## config.mk

```make
export PLATFORM = sky130hd
export DESIGN_NAME = fba_row_mem
export DESIGN_NICKNAME = d
export VERILOG_FILES = /design/src/sv/floored_budget_admission_unit_defines.svh /design/src/sv/fba_pkg.sv /design/src/sv/fba_row_mem.sv
export SDC_FILE = /design/constraint.sdc
export NUM_CORES = 2
export LEC_CHECK = 0
export BUFFER_PORTS_ARGS = -buffer_cell sky130_fd_sc_hd__buf_2
export CAP_MARGIN = 5
export CORE_ASPECT_RATIO = 2
export CORE_MARGIN = 2
export CORE_UTILIZATION = 64
export CTS_BUF_LIST = sky130_fd_sc_hd__clkbuf_4
export DETAILED_ROUTE_END_ITERATION = 12
export PLACE_DENSITY_LB_ADDON = 0.15
export SYNTH_ARGS = -nofsm -noshare
export SYNTH_HDL_FRONTEND = slang
export SYNTH_SLANG_ARGS = --single-unit
```

## constraint.sdc

```tcl
create_clock -name i_clk -period 16.5 [get_ports i_clk]
set_input_delay 3.3 -clock i_clk [delete_from_list [all_inputs] [get_ports i_clk]]
set_output_delay 3.3 -clock i_clk [all_outputs]
set_load 0.005 [all_outputs]
```

## src/sv/floored_budget_admission_unit_defines.svh

```systemverilog
// Assertion macros for the floored budget admission unit.
// Expects i_clk and i_rst_n in the scope where the macros are used.
`ifndef FLOORED_BUDGET_ADMISSION_UNIT_DEFINES_SVH
`define FLOORED_BUDGET_ADMISSION_UNIT_DEFINES_SVH

// Same-cycle implication, disabled while reset is asserted.
`define FBA_ASSERT_NOW(lbl, ante, cons, msg) \
    lbl: assert property (@(posedge i_clk) disable iff (!i_rst_n) (ante) |-> (cons)) \
        else $error(msg);

// Next-cycle implication, disabled while reset is asserted.
`define FBA_ASSERT_NEXT(lbl, ante, cons, msg) \
    lbl: assert property (@(posedge i_clk) disable iff (!i_rst_n) (ante) |=> (cons)) \
        else $error(msg);

`endif

```

## src/sv/fba_pkg.sv

```systemverilog
// Shared types and constants of the floored budget admission unit.
// No dependencies; imported by every module of the block.
`default_nettype none

package fba_pkg;

    localparam int CNT_W            = 31;
    localparam int BYTES_W          = 32;
    localparam int NUM_ACCOUNTS_DEF = 16;

    localparam logic [CNT_W-1:0] GLOBAL_LIMIT_RST = 31'd1073741824;
    localparam logic [CNT_W-1:0] OWNER_LIMIT_RST  = 31'd536870912;
    localparam logic [CNT_W-1:0] DOMAIN_LIMIT_RST = 31'd805306368;

    // configuration register indexes; byte address is four times the index
    localparam logic [1:0] REG_GLOBAL = 2'd0;
    localparam logic [1:0] REG_OWNER  = 2'd1;
    localparam logic [1:0] REG_DOMAIN = 2'd2;

    // purpose codes; the first three double as class codes
    localparam logic [1:0] P_SOURCE  = 2'd0;
    localparam logic [1:0] P_STAGING = 2'd1;
    localparam logic [1:0] P_OUTPUT  = 2'd2;
    localparam logic [1:0] P_META    = 2'd3;

    localparam logic FN_RESERVE = 1'b0;
    localparam logic FN_FREE    = 1'b1;

    typedef enum logic [1:0] {
        ST_OK        = 2'd0,
        ST_REFUSED   = 2'd1,
        ST_UNDERFLOW = 2'd2
    } t_status;

    // one account row: usage of the four purposes
    typedef logic [3:0][CNT_W-1:0] t_row;

    typedef struct packed {
        logic               func;
        logic [1:0]         mem_class;
        logic               is_metadata;
        logic [BYTES_W-1:0] bytes;
        logic               scoped;
        logic               has_owner;
        logic [3:0]         owner_slot;
        logic [3:0]         domain_slot;
    } t_in_item;

    typedef struct packed {
        logic [1:0]       status;
        logic [CNT_W-1:0] source_used;
        logic [CNT_W-1:0] staging_used;
        logic [CNT_W-1:0] output_used;
        logic [CNT_W-1:0] metadata_used;
    } t_out_item;

endpackage

`default_nettype wire

```

## src/sv/fba_row_mem.sv

```systemverilog
// Account row memory: one row of four usage counters per slot.
// Uses fba_pkg; per-row valid bits make unwritten rows read as zero.
`default_nettype none

module fba_row_mem #(
    parameter int  DEPTH = fba_pkg::NUM_ACCOUNTS_DEF,
    localparam int AW    = (DEPTH > 1) ? $clog2(DEPTH) : 1
) (
    input  wire logic          i_clk,
    input  wire logic          i_rst_n,
    input  wire logic          i_rd_en,
    input  wire logic [AW-1:0] i_rd_addr,
    output fba_pkg::t_row      o_rd_row,
    input  wire logic          i_wr_en,
    input  wire logic [AW-1:0] i_wr_addr,
    input  wire fba_pkg::t_row i_wr_row
);
    import fba_pkg::*;

    t_row             r_mem [DEPTH];
    t_row             r_rd_data;
    logic [DEPTH-1:0] r_valid;
    logic             r_rd_ok;

    always_ff @(posedge i_clk) begin
        if (i_wr_en) begin
            r_mem[i_wr_addr] <= i_wr_row;
        end
        if (i_rd_en) begin
            r_rd_data <= r_mem[i_rd_addr];
        end
    end

    always_ff @(posedge i_clk) begin
        if (!i_rst_n) begin
            r_valid <= '0;
            r_rd_ok <= 1'b0;
        end else begin
            if (i_wr_en) begin
                r_valid[i_wr_addr] <= 1'b1;
            end
            if (i_rd_en) begin
                r_rd_ok <= r_valid[i_rd_addr];
            end
        end
    end

    // a row never written since reset reads as all zero
    assign o_rd_row = r_rd_ok ? r_rd_data : '0;

endmodule

`default_nettype wire

```

==> results.cfg <==
[floorplan]
initial_core_util_pct = 64.37
die_h_um = 503.2
core_area_mm2 = 0.1239
dieArea_mm2 = 0.1276
ios = 260
row_count = 183
fp.dieW_um = 253.6

[placement]
hpwl_mm = 76.97
place_area_mm2 = 0.08312
dp_cells = 5012
port-buffer-count = 259
gp_routability_congestion = 0.7291

[power]
p_per_area_mw_per_mm2 = 116.1
switching_power_w = 0.002183
swShare_pct = 21.25
p_leak_nw = 28.63
p_seq_share_pct = 59.4
internal-power_w = 0.008090
pwr-share-clk_pct = 35.8
irDropWorstVdd_mv = 0.09585
combPwrFrac_pct = 4.8

[global_route]
grt_overflow_total = 0
grt_pass1_vias = 38690
grt_max_degree = 159
track_usage_pct = 27.22
antenna_found_initial = 37
grt_pass1_wl_mm = 246.0

[yosys]
yosys_warnings = 0
avgSynthCellArea_um2 = 24.97
synth-edff-count = 2108
async_reset_ff_share_pct = 0
syn_nets = 3329
seq_area_frac_synth_pct = 79.81
synthesis.instances = 3193
synth_area_mm2 = 0.07974
synth-seq-cells = 2125
synth_cell_types = 25
ys.flop_type = edfxtp_1

[timing]
min_period_ns = 6.826
setup_viol = 0
max_freq_ghz = 0.1465
rsz0062_at_grt = false
tns_ns = 0
whs_ns = 0.4648
fin_skew_ns = 0.06229
worst_slew_pin_slew_ns = 1.111
slew_headroom_pct = 25.92
period_share_pct = 41.37
hold_violations = 0
slew_viol_final = 0

[clock_network]
cts_tree = yes
cts_buffer_depth = 4
clkSlewWorstSetupHoldPaths_ns = 0.06
clk_latency_ns = 1.29
numCtsBuffers = 447
cts_resized = 0
clock-sinks = 2125
cts-root-buf = clkbuf_4
htree_levels = 5
hold_buffers = 0
cts_setup_buffers = 0

[detailed_routing]
vias_per_cell = 6.339
wl_per_cell_um = 28.97
firstDrtPassIters = 7
wl_mm = 167.8
vias = 36710
drt-initial-drc-count = 3301
drc = 0
ant_nets = 0

[cells_and_area]
fin_area_mm2 = 0.08851
fin_nets = 3932
drive_gt1_share_pct = 38.31
final_util_pct = 71.45
nFillCells = 7363
syn_to_final_growth_pct = 11.00
fin_cells = 5791

[critical_path]
worstPathArrival_ns = 3.53
path_max_fanout = 74
cp-start-kind = register
endpoint_kind = output pin
crit_type = register to output pin
cp.required_ns = 13.20

[status]
status = finished, final reports clean

[min_path]
min_path_type = register to register

[job]
drv_cap = 0
==> cells by family (layout without fill, tap and decap cells) <==
group	count (synthesis)	after routing	synth area share [%]
other	0	17	0
buffers and inverters	167	1083	0.9634
and+or+nand+nor	187	187	1.415
muxes	626	626	17.08
DFF	2125	2125	79.81
AOI/OAI and AO/OA	88	88	0.7265
==> flip-flops by register name (all words and copies together) (netlist names) <==
name / cells
r_mem: 1984
r_rd_ok: 1
r_rd_data: 124
r_valid: 16
==> power groups by stage <==
| stage | logic, W | clock network (W) | registers (W) |
|---|---|---|---|
| 3_5_place_dp | 0.000502 | 0 | 0.00623 |
| 3_3_place_gp | 0.000488 | 0 | 0.00622 |
| 6_report | 0.000494 | 0.00367 | 0.00611 |
| 4_1_cts | 0.000502 | 0.00377 | 0.00611 |
| 5_1_grt | 0.000534 | 0.00401 | 0.00611 |
| 2_1_floorplan | 0.000311 | 0 | 0.00622 |
==> worst paths after layout <==
check | startpoint | endpoint | slack, ns | cells past startpoint
min reg2reg | r_valid[0]$_SDFFE_PN0P_ | r_valid[0]$_SDFFE_PN0P_ | 0.46 | 1
max | r_rd_ok$_SDFFE_PN0P_ | o_rd_row[101] | 9.67 | 3
max reg2reg | r_mem[0][97]$_DFFE_PP_ | r_rd_data[97]$_DFFE_PP_ | 14.79 | 4
min | r_valid[0]$_SDFFE_PN0P_ | r_valid[0]$_SDFFE_PN0P_ | 0.46 | 1
==> per-layer routing <==
layer / vias up / wire length, µm / GRT usage (%)
li1: 15270 / - / -
met2: 1685 / 85380 / 44.01
met3: 266 / 15450 / 7.516
met4: 50 / 2451 / 7.567
met1: 19440 / 64190 / 37.27
met5: - / 310 / 0
==> worst max-delay path, stage by stage, from the launching register on <==
cell and delay [ns]:
dfxtp_4 0.83, buf_4 0.90, and2_1 0.35, buf_2 0.16
==> through the flow <==
step | power, W | worst slack [ns]
2_1_floorplan | 0.006533 | 3.501
3_3_place_gp | 0.006707 | 9.142
3_5_place_dp | 0.006728 | 9.175
4_1_cts | 0.01038 | 9.415
5_1_grt | 0.01066 | 9.424
6_report | 0.01027 | 9.674
==> synth_stat cells, types with 2 or more instances <==
master,instances,area [µm²]
a211oi_1,34,255.2
nand3_1,2,10.01
nor2_1,14,52.55
nand3b_1,3,22.52
mux2i_1,38,380.4
a21oi_1,34,170.2
mux4_2,588,13240
a221oi_1,2,17.52
nand2b_1,2,12.51
clkbuf_1,80,300.3
buf_4,10,75.07
buf_1,8,30.03
dfxtp_1,17,340.3
and2_1,124,775.7
edfxtp_1,2108,63300
nand2_1,2,7.510
o21a_1,16,120.1
buf_2,65,325.3
buf_6,3,33.78
nor2b_1,35,219.0
nor3_1,4,20.02
==> placed cells by master (no fill, tap or decap), drive strengths merged <==
cell type	count
edfxtp	2108
clkbuf	610
mux4	588
buf	319
clkinv	140
and2	124
mux2i	38
nor2b	35
a211oi	34
a21oi	34
diode	17
dfxtp	17
o21a	16
nor2	14
bufinv	6
inv	6
nor3	4
nand3b	3
nand3	2
nand2	2
nand2b	2
a221oi	2
clkinvlp	2
or3b	1
a32oi	1
o211ai	1
==> layout make-up <==
type                    instances  area (µm²)  area share, %
inverters                       1       3.754       0.004241
well taps                    1665        2083          2.354
clock buffers                 609        4572          5.165
diodes                         17       42.54        0.04806
multi-input cells             901       15440          17.45
clock inverters               153       772.0         0.8722
repair buffers                320        1949          2.202
flip-flops and latches       2125       63640          71.91
Note: power is estimated with default switching activity, not from simulation.
